## src/rtl/core/arc_pkg.sv

```systemverilog
// ----------------------------------------------------------------------------
// Address resolution cache package
// Types and constants shared by the cache cells and the top level.
// ----------------------------------------------------------------------------
`default_nettype none

package arc_pkg;

  localparam int unsigned DefaultEntries = 16;
  localparam int unsigned ProtoW         = 32;
  localparam int unsigned HwW            = 48;
  localparam int unsigned SlotW          = 4;
  localparam logic [7:0]  LoopbackOctet  = 8'h7F;

  typedef enum logic {
    OP_LOOKUP = 1'b0,
    OP_INSERT = 1'b1
  } op_e;

  // Query traveling down the row of cells, with its partial result
  typedef struct packed {
    op_e               op;
    logic [ProtoW-1:0] pa;
    logic [HwW-1:0]    ha;
    logic              done;
    logic              found;
    logic [HwW-1:0]    res;
    logic [SlotW-1:0]  slot;
  } query_t;

  // Fallback write into the first cell when no slot qualified
  typedef struct packed {
    logic              we;
    logic [ProtoW-1:0] pa;
    logic [HwW-1:0]    ha;
  } fill_t;

endpackage

`default_nettype wire

```

## src/rtl/core/address_resolution_cache.sv

```systemverilog
// ----------------------------------------------------------------------------
// Address resolution cache
// Table of protocol-to-hardware address mappings built as a row of cells.
// ----------------------------------------------------------------------------
// Usage:
//   Input channel (in_valid_i / in_ready_o) carries one item: an operation
//   (lookup or insert), a 32-bit protocol address and a 48-bit hardware
//   address. Output channel (out_valid_o / out_ready_i) returns one item per
//   input: found flag, resolved hardware address and the slot used.
//   An accepted item is registered, then walks the row of Entries cells, one
//   cell per cycle; each cell compares against its own entry, and the first
//   qualifying cell claims the item (and writes itself on insert). Loopback
//   lookups are resolved on entry and pass through untouched.
//   out_valid_o rises once the item has passed the entry stage, every cell
//   and the result register. in_ready_o stays low while the item sits in the
//   entry stage or the row, so a new item is not accepted until the previous
//   one has left the cell row. An insert that finds no slot rewrites slot 0
//   as it leaves the row. Reset clears all valid marks and empties the row
//   and output register. A stalled receiver holds the result register and
//   freezes the whole row; a stall while an item walks delays its result.
// ----------------------------------------------------------------------------
`default_nettype none

module address_resolution_cache import arc_pkg::*; #(
  parameter int unsigned Entries = DefaultEntries
) (
  input  wire logic              clk_i,
  input  wire logic              rst_ni,
  input  wire logic              in_valid_i,
  output logic                   in_ready_o,
  input  wire logic              operation_i,
  input  wire logic [ProtoW-1:0] protocol_address_i,
  input  wire logic [HwW-1:0]    hardware_address_i,
  output logic                   out_valid_o,
  input  wire logic              out_ready_i,
  output logic                   found_o,
  output logic [HwW-1:0]         resolved_address_o,
  output logic [SlotW-1:0]       slot_used_o
);

  // entry stage, ahead of the first cell
  logic   s0_valid_q;
  query_t s0_q;
  query_t s0_d;

  // row of cells
  logic   [Entries-1:0] cell_valid;
  query_t               cell_q [Entries];
  fill_t                fill;

  // result register
  logic              out_valid_q;
  logic              found_q;
  logic [HwW-1:0]    res_q;
  logic [SlotW-1:0]  slot_q;

  logic   in_acc;
  logic   adv;
  logic   busy;
  logic   last_valid;
  query_t last_q;
  logic   loopback;

  assign busy       = s0_valid_q || (|cell_valid);
  assign in_ready_o = !busy;
  assign in_acc     = in_valid_i && in_ready_o;

  assign last_valid = cell_valid[Entries-1];
  assign last_q     = cell_q[Entries-1];

  // freeze the row while a result waits to be taken
  assign adv = !(out_valid_q && !out_ready_i);

  // loopback lookups are answered here and skip the table
  assign loopback = (op_e'(operation_i) == OP_LOOKUP) &&
                    (protocol_address_i[7:0] == LoopbackOctet);

  always_comb begin
    s0_d.op    = op_e'(operation_i);
    s0_d.pa    = protocol_address_i;
    s0_d.ha    = hardware_address_i;
    s0_d.done  = loopback;
    s0_d.found = loopback;
    s0_d.res   = '0;
    s0_d.slot  = '0;
  end

  always_ff @(posedge clk_i or negedge rst_ni) begin
    if (!rst_ni) begin
      s0_valid_q <= 1'b0;
    end else if (in_acc) begin
      s0_valid_q <= 1'b1;
    end else if (adv) begin
      s0_valid_q <= 1'b0;
    end
  end

  always_ff @(posedge clk_i) begin
    if (in_acc) begin
      s0_q <= s0_d;
    end
  end

  // no qualifying slot: overwrite slot 0 as the insert leaves the row
  assign fill.we = last_valid && adv && (last_q.op == OP_INSERT) && !last_q.done;
  assign fill.pa = last_q.pa;
  assign fill.ha = last_q.ha;

  for (genvar i = 0; i < Entries; i++) begin : g_cell
    logic   prev_valid;
    query_t prev_q;
    fill_t  cell_fill;

    if (i == 0) begin : g_first
      assign prev_valid = s0_valid_q;
      assign prev_q     = s0_q;
      assign cell_fill  = fill;
    end else begin : g_rest
      assign prev_valid = cell_valid[i-1];
      assign prev_q     = cell_q[i-1];
      assign cell_fill  = '0;
    end

    arc_cell #(
      .Index (i)
    ) u_cell (
      .clk_i       (clk_i),
      .rst_ni      (rst_ni),
      .adv_i       (adv),
      .in_valid_i  (prev_valid),
      .in_q_i      (prev_q),
      .fill_i      (cell_fill),
      .out_valid_o (cell_valid[i]),
      .out_q_o     (cell_q[i])
    );
  end

  // result register: load when the item leaves the row, drop when taken
  always_ff @(posedge clk_i or negedge rst_ni) begin
    if (!rst_ni) begin
      out_valid_q <= 1'b0;
    end else if (last_valid && adv) begin
      out_valid_q <= 1'b1;
    end else if (out_ready_i) begin
      out_valid_q <= 1'b0;
    end
  end

  always_ff @(posedge clk_i) begin
    if (last_valid && adv) begin
      found_q <= last_q.found || (last_q.op == OP_INSERT);
      res_q   <= last_q.res;
      slot_q  <= last_q.slot;
    end
  end

  assign out_valid_o        = out_valid_q;
  assign found_o            = found_q;
  assign resolved_address_o = res_q;
  assign slot_used_o        = slot_q;

endmodule

`default_nettype wire

```

## src/rtl/core/arc_cell.sv

```systemverilog
// ----------------------------------------------------------------------------
// Address resolution cache cell
// One table entry plus one stage of the query row.
// ----------------------------------------------------------------------------
`default_nettype none

module arc_cell import arc_pkg::*; #(
  parameter int unsigned Index = 0
) (
  input  wire logic   clk_i,
  input  wire logic   rst_ni,
  input  wire logic   adv_i,
  input  wire logic   in_valid_i,
  input  wire query_t in_q_i,
  input  wire fill_t  fill_i,
  output logic        out_valid_o,
  output query_t      out_q_o
);

  localparam logic [SlotW-1:0] SlotIdx = SlotW'(Index);

  logic              valid_q;
  logic [ProtoW-1:0] pa_q;
  logic [HwW-1:0]    ha_q;
  logic              out_valid_q;
  query_t            out_q_q;
  query_t            q_d;
  logic              pa_match;
  logic              is_insert;
  logic              take;
  logic              we;

  assign pa_match  = (pa_q == in_q_i.pa);
  assign is_insert = (in_q_i.op == OP_INSERT);
  assign take      = in_valid_i && !in_q_i.done &&
                     (is_insert ? (!valid_q || pa_match) : (valid_q && pa_match));
  assign we        = (take && is_insert && adv_i) || fill_i.we;

  // claim the query: first qualifying cell wins
  always_comb begin
    q_d = in_q_i;
    if (take) begin
      q_d.done  = 1'b1;
      q_d.found = 1'b1;
      q_d.slot  = SlotIdx;
      q_d.res   = is_insert ? '0 : ha_q;
    end
  end

  always_ff @(posedge clk_i or negedge rst_ni) begin
    if (!rst_ni) begin
      valid_q <= 1'b0;
    end else if (we) begin
      valid_q <= 1'b1;
    end
  end

  always_ff @(posedge clk_i) begin
    if (we) begin
      pa_q <= fill_i.we ? fill_i.pa : in_q_i.pa;
      ha_q <= fill_i.we ? fill_i.ha : in_q_i.ha;
    end
  end

  always_ff @(posedge clk_i or negedge rst_ni) begin
    if (!rst_ni) begin
      out_valid_q <= 1'b0;
    end else if (adv_i) begin
      out_valid_q <= in_valid_i;
    end
  end

  always_ff @(posedge clk_i) begin
    if (adv_i) begin
      out_q_q <= q_d;
    end
  end

  assign out_valid_o = out_valid_q;
  assign out_q_o     = out_q_q;

endmodule

`default_nettype wire

```

## config.mk

```make
export PLATFORM = sky130hd
export DESIGN_NAME = address_resolution_cache
export DESIGN_NICKNAME = d
export VERILOG_FILES = /design/src/rtl/core/arc_pkg.sv /design/src/rtl/core/address_resolution_cache.sv /design/src/rtl/core/arc_cell.sv
export SDC_FILE = /design/constraint.sdc
export NUM_CORES = 2
export LEC_CHECK = 0
export BUFFER_PORTS_ARGS = -buffer_cell sky130_fd_sc_hd__buf_4
export CORE_MARGIN = 2
export CORE_UTILIZATION = 50
export DETAILED_ROUTE_END_ITERATION = 10
export GPL_TIMING_DRIVEN = 0
export PLACE_DENSITY = 0.68
export SLEW_MARGIN = 20
export SYNTH_ARGS = -nofsm -noshare
export SYNTH_HDL_FRONTEND = slang
export SYNTH_SLANG_ARGS = --single-unit
```

## constraint.sdc

```tcl
create_clock -name clk_i -period 74.2 [get_ports clk_i]
set_input_delay 14.84 -clock clk_i [delete_from_list [all_inputs] [get_ports clk_i]]
set_output_delay 14.84 -clock clk_i [all_outputs]
set_load 0.01 [all_outputs]
```

==> metrics.csv <==
metric,value,unit
most frequent cells in the layout,"edfxtp_1, xnor2_1, mux2_2",
nets@finish,7140,
initial DRC count,5628,
Die X,513,um
HP Class,flop to flop,
setup bufs post-CTS,0,
final hold slack,0.397,ns
crit path DAT,20.42,ns
via count of the routed design,56930,
CP top delay family,buffers and inverters,
worst reg2reg path endpoint,g_cell[0].u_cell.out_q_o[41],
Tcrit/Tclk final,26.7,%
setup violators final,0,
Slew HR,18.3,%
maximum clock frequency,50.4,MHz
status,"finished, final reports clean",
Synth top area share,82.2,%
total track usage,18.3,%
synth top area cells,"edfxtp_1, mux2_2, xnor2_1, nor2b_1, nor4b_1",
Worst Skew,0.0943,ns
sequential fraction of design power,60.5,%
DRC violations left,0,
Vert. Die Dim,513,um
port bufs,139,
CP max-delay cell,clkbuf_1,
CTS Hold Buffers Added,0,
worst-margin pin slew,1.21,ns
worst vdd ir,34.0,uV
clk buf depth,4,
DP HPWL,167,mm
initial antenna violation count,13,
synthesized instance count,6500,
first-pass GRT wire length,363,mm
Most common cell on crit path,buf_16,
GR Overflow Total,0,
Critical Path Stages,11,
critical path type,input port to flop,
fraction of layout cells with a size suffix above 1,18.2,%
CTS tree,yes,
CP endpoint kind,flop,
WL/cell,22.4,um
NetSw,1.57,mW
critical path's largest stage delay,0.70,ns
unrepaired setup endpoints after global routing,false,
CORE AREA,0.257,mm^2
largest net degree at the start of global routing,161,
sw frac,25.8,%
"Seq/Total Area, Yosys",82.9,%
critical path cell sequence,buf_4 > nand2b_1 > clkbuf_1 > buf_16 > buf_16 > buf_16 > buf_16 > buf_16 > buf_16 > buf_16 > buf_16,
worst-path fanout max,156,
Routability Congestion,0.954,
PD cells,41.2,mW/mm^2
R2R setup slack,67.97,ns
die area,0.263,mm^2
Yosys top cell by area,edfxtp_1,
synthesized area,0.129,mm^2
CP startpoint kind,input port,
H-tree Lvls,5,
"Slew Viols, Final",0,
MaxCap Viol Count,0,
critical path endpoint,g_cell[0].u_cell.out_q_o[41],
post-layout minimum cycle time,19.84,ns
Syn Nets,6585,
post_cts resized,0,
vias per inst,5.31,
vias in the first global route,57752,
io pins,140,
"Core Util, Final",57.4,%
critical path launch point,out_ready_i,
Worst Path Required,74.78,ns
syn avg cell area,19.9,um^2
R2R depth,10,
Clk network pwr share,28.5,%
clk slew on worst S/H paths,0.06,ns
WL final,240,mm
RR Startpoint,out_valid_o,
post-synth cell types,39,
1st-pass router iterations,7,
area delta synth->final,14.0,%
Pint,4.51,mW
Clock Tree Root,clkbuf_16,
CTS Buf Count,361,
Core Rows,186,
Fin. Hold Viols,0,
CTS Sinks,3578,
Synth Register Bits,3578,
number of routed nets with antenna violations,0,
Pleak,49.5,nW
Syn. warnings,0,
"most common cell after layout, fill and taps aside",edfxtp_1,
Worst-Skew Late Latency,0.95,ns
initial core utilization,50.3,%
Buf/Inv on CP,10,
Setup TNS Final,0,ns
Logic pwr share,10.9,%
-- cells in the mapped netlist (all sizes together) --
library cell and instances:
o211ai 97, nor3b 49, and3 12, a21o 240, xnor2 512, and2 8
a21oi 16, or3 5, o21ai 112, nand4b 1, o21bai 1, nor4 36
dfrtp 34, nor2 9, or2 25, nor2b 407, nand2 116, nand4 130
or4 1, edfxtp 3544, nand3b 1, buf 73, mux2 480, a31o 8
nor4b 241, clkbuf 200, or2b 1, nand3 105, inv 9, nor3 4
nand2b 21, a31oi 2
-- logic make-up (layout without fill, tap and decap cells) --
| kind of cell | Yosys count | count (layout) | share of synthesized area (%) |
|---|---|---|---|
| compound gates | 476 | 476 | 2.54 |
| mux | 480 | 480 | 4.18 |
| buf+inv | 282 | 1106 | 0.931 |
| simple gates | 1172 | 1172 | 6.02 |
| xor+xnor | 512 | 512 | 3.46 |
| other cells | 0 | 20 | 0 |
| flops | 3578 | 3578 | 82.9 |
-- power by group through the flow --
stage          registers [mW]  logic, mW  clock network [mW]
2_1_floorplan            3.80      0.484                   0
6_report                 3.68      0.665                1.73
3_3_place_gp             4.21      0.625                   0
4_1_cts                  3.68      0.673                1.77
5_1_grt                  3.76      0.736                1.85
3_5_place_dp             3.71      0.663                   0
-- metrics by stage --
| stage | cell area, um^2 | worst slack, ns | power (mW) | cells |
|---|---|---|---|---|
| after detailed placement | 136000 | 53.41 | 4.37 | 10076 |
| after global placement | 135000 | -19.71 | 4.83 | 10023 |
| after CTS | 147000 | 54.44 | 6.13 | 10708 |
| final | 148000 | 54.36 | 6.08 | 10728 |
| after global routing | 147000 | 54.01 | 6.35 | 10709 |
| after floorplan | 129000 | 0.630 | 4.28 | 6500 |
-- per-layer routing --
layer  GRT usage, %  up-vias  part of all wire (%)
met4           5.55        4                   2.6
li1               -    26437                     -
met2           26.8     1741                    44
met5              0        -                 0.010
met3           3.61      423                   6.0
met1           27.7    28325                    47
-- sequential cells by signal (all words and copies together) (netlist names) --
name	flops
found_o	1
g_cell.prev_q	82
g_cell.prev_valid	1
g_cell.u_cell.ha_q	768
g_cell.u_cell.out_q_o	2129
g_cell.u_cell.out_valid_o	16
g_cell.u_cell.pa_q	512
g_cell.u_cell.valid_q	16
out_valid_o	1
resolved_address_o	48
slot_used_o	4
-- area by class of cell --
| cell class | instances | area [um^2] |
|---|---|---|
| tap | 3384 | 4230 |
| antenna | 20 | 50.0 |
| timing repair buffer | 192 | 2280 |
| fill | 18268 | 110000 |
| clock buffer | 451 | 9570 |
| buffer | 273 | 1200 |
| multi-input combinational | 2640 | 21100 |
| clock inverter | 181 | 1750 |
| sequential | 3578 | 107000 |
| inverter | 9 | 33.8 |
-- worst reg2reg max path, delay by kind of cell (launching register included) --
kind / cells / cell delay (ns)
flops: 1 / 0.37
buf+inv: 9 / 5.13
simple gates: 1 / 0.08
-- worst min-delay path by stage --
| stage | startpoint | to | depth (start not counted) |
|---|---|---|---|
| floorplan | g_cell[15].u_cell.out_q_o[4] | resolved_address_o[0] | 0 |
| global placement | g_cell[15].u_cell.out_q_o[27] | resolved_address_o[23] | 0 |
| detailed placement | g_cell[15].u_cell.out_q_o[45] | resolved_address_o[41] | 0 |
| CTS | g_cell[9].u_cell.out_q_o[96] | g_cell[10].u_cell.ha_q[42] | 0 |
| global route | g_cell[9].u_cell.out_q_o[96] | g_cell[10].u_cell.ha_q[42] | 0 |
| finish | g_cell[15].u_cell.out_q_o[42] | resolved_address_o[38] | 0 |
No activity file was read; power rests on OpenSTA's default activity.
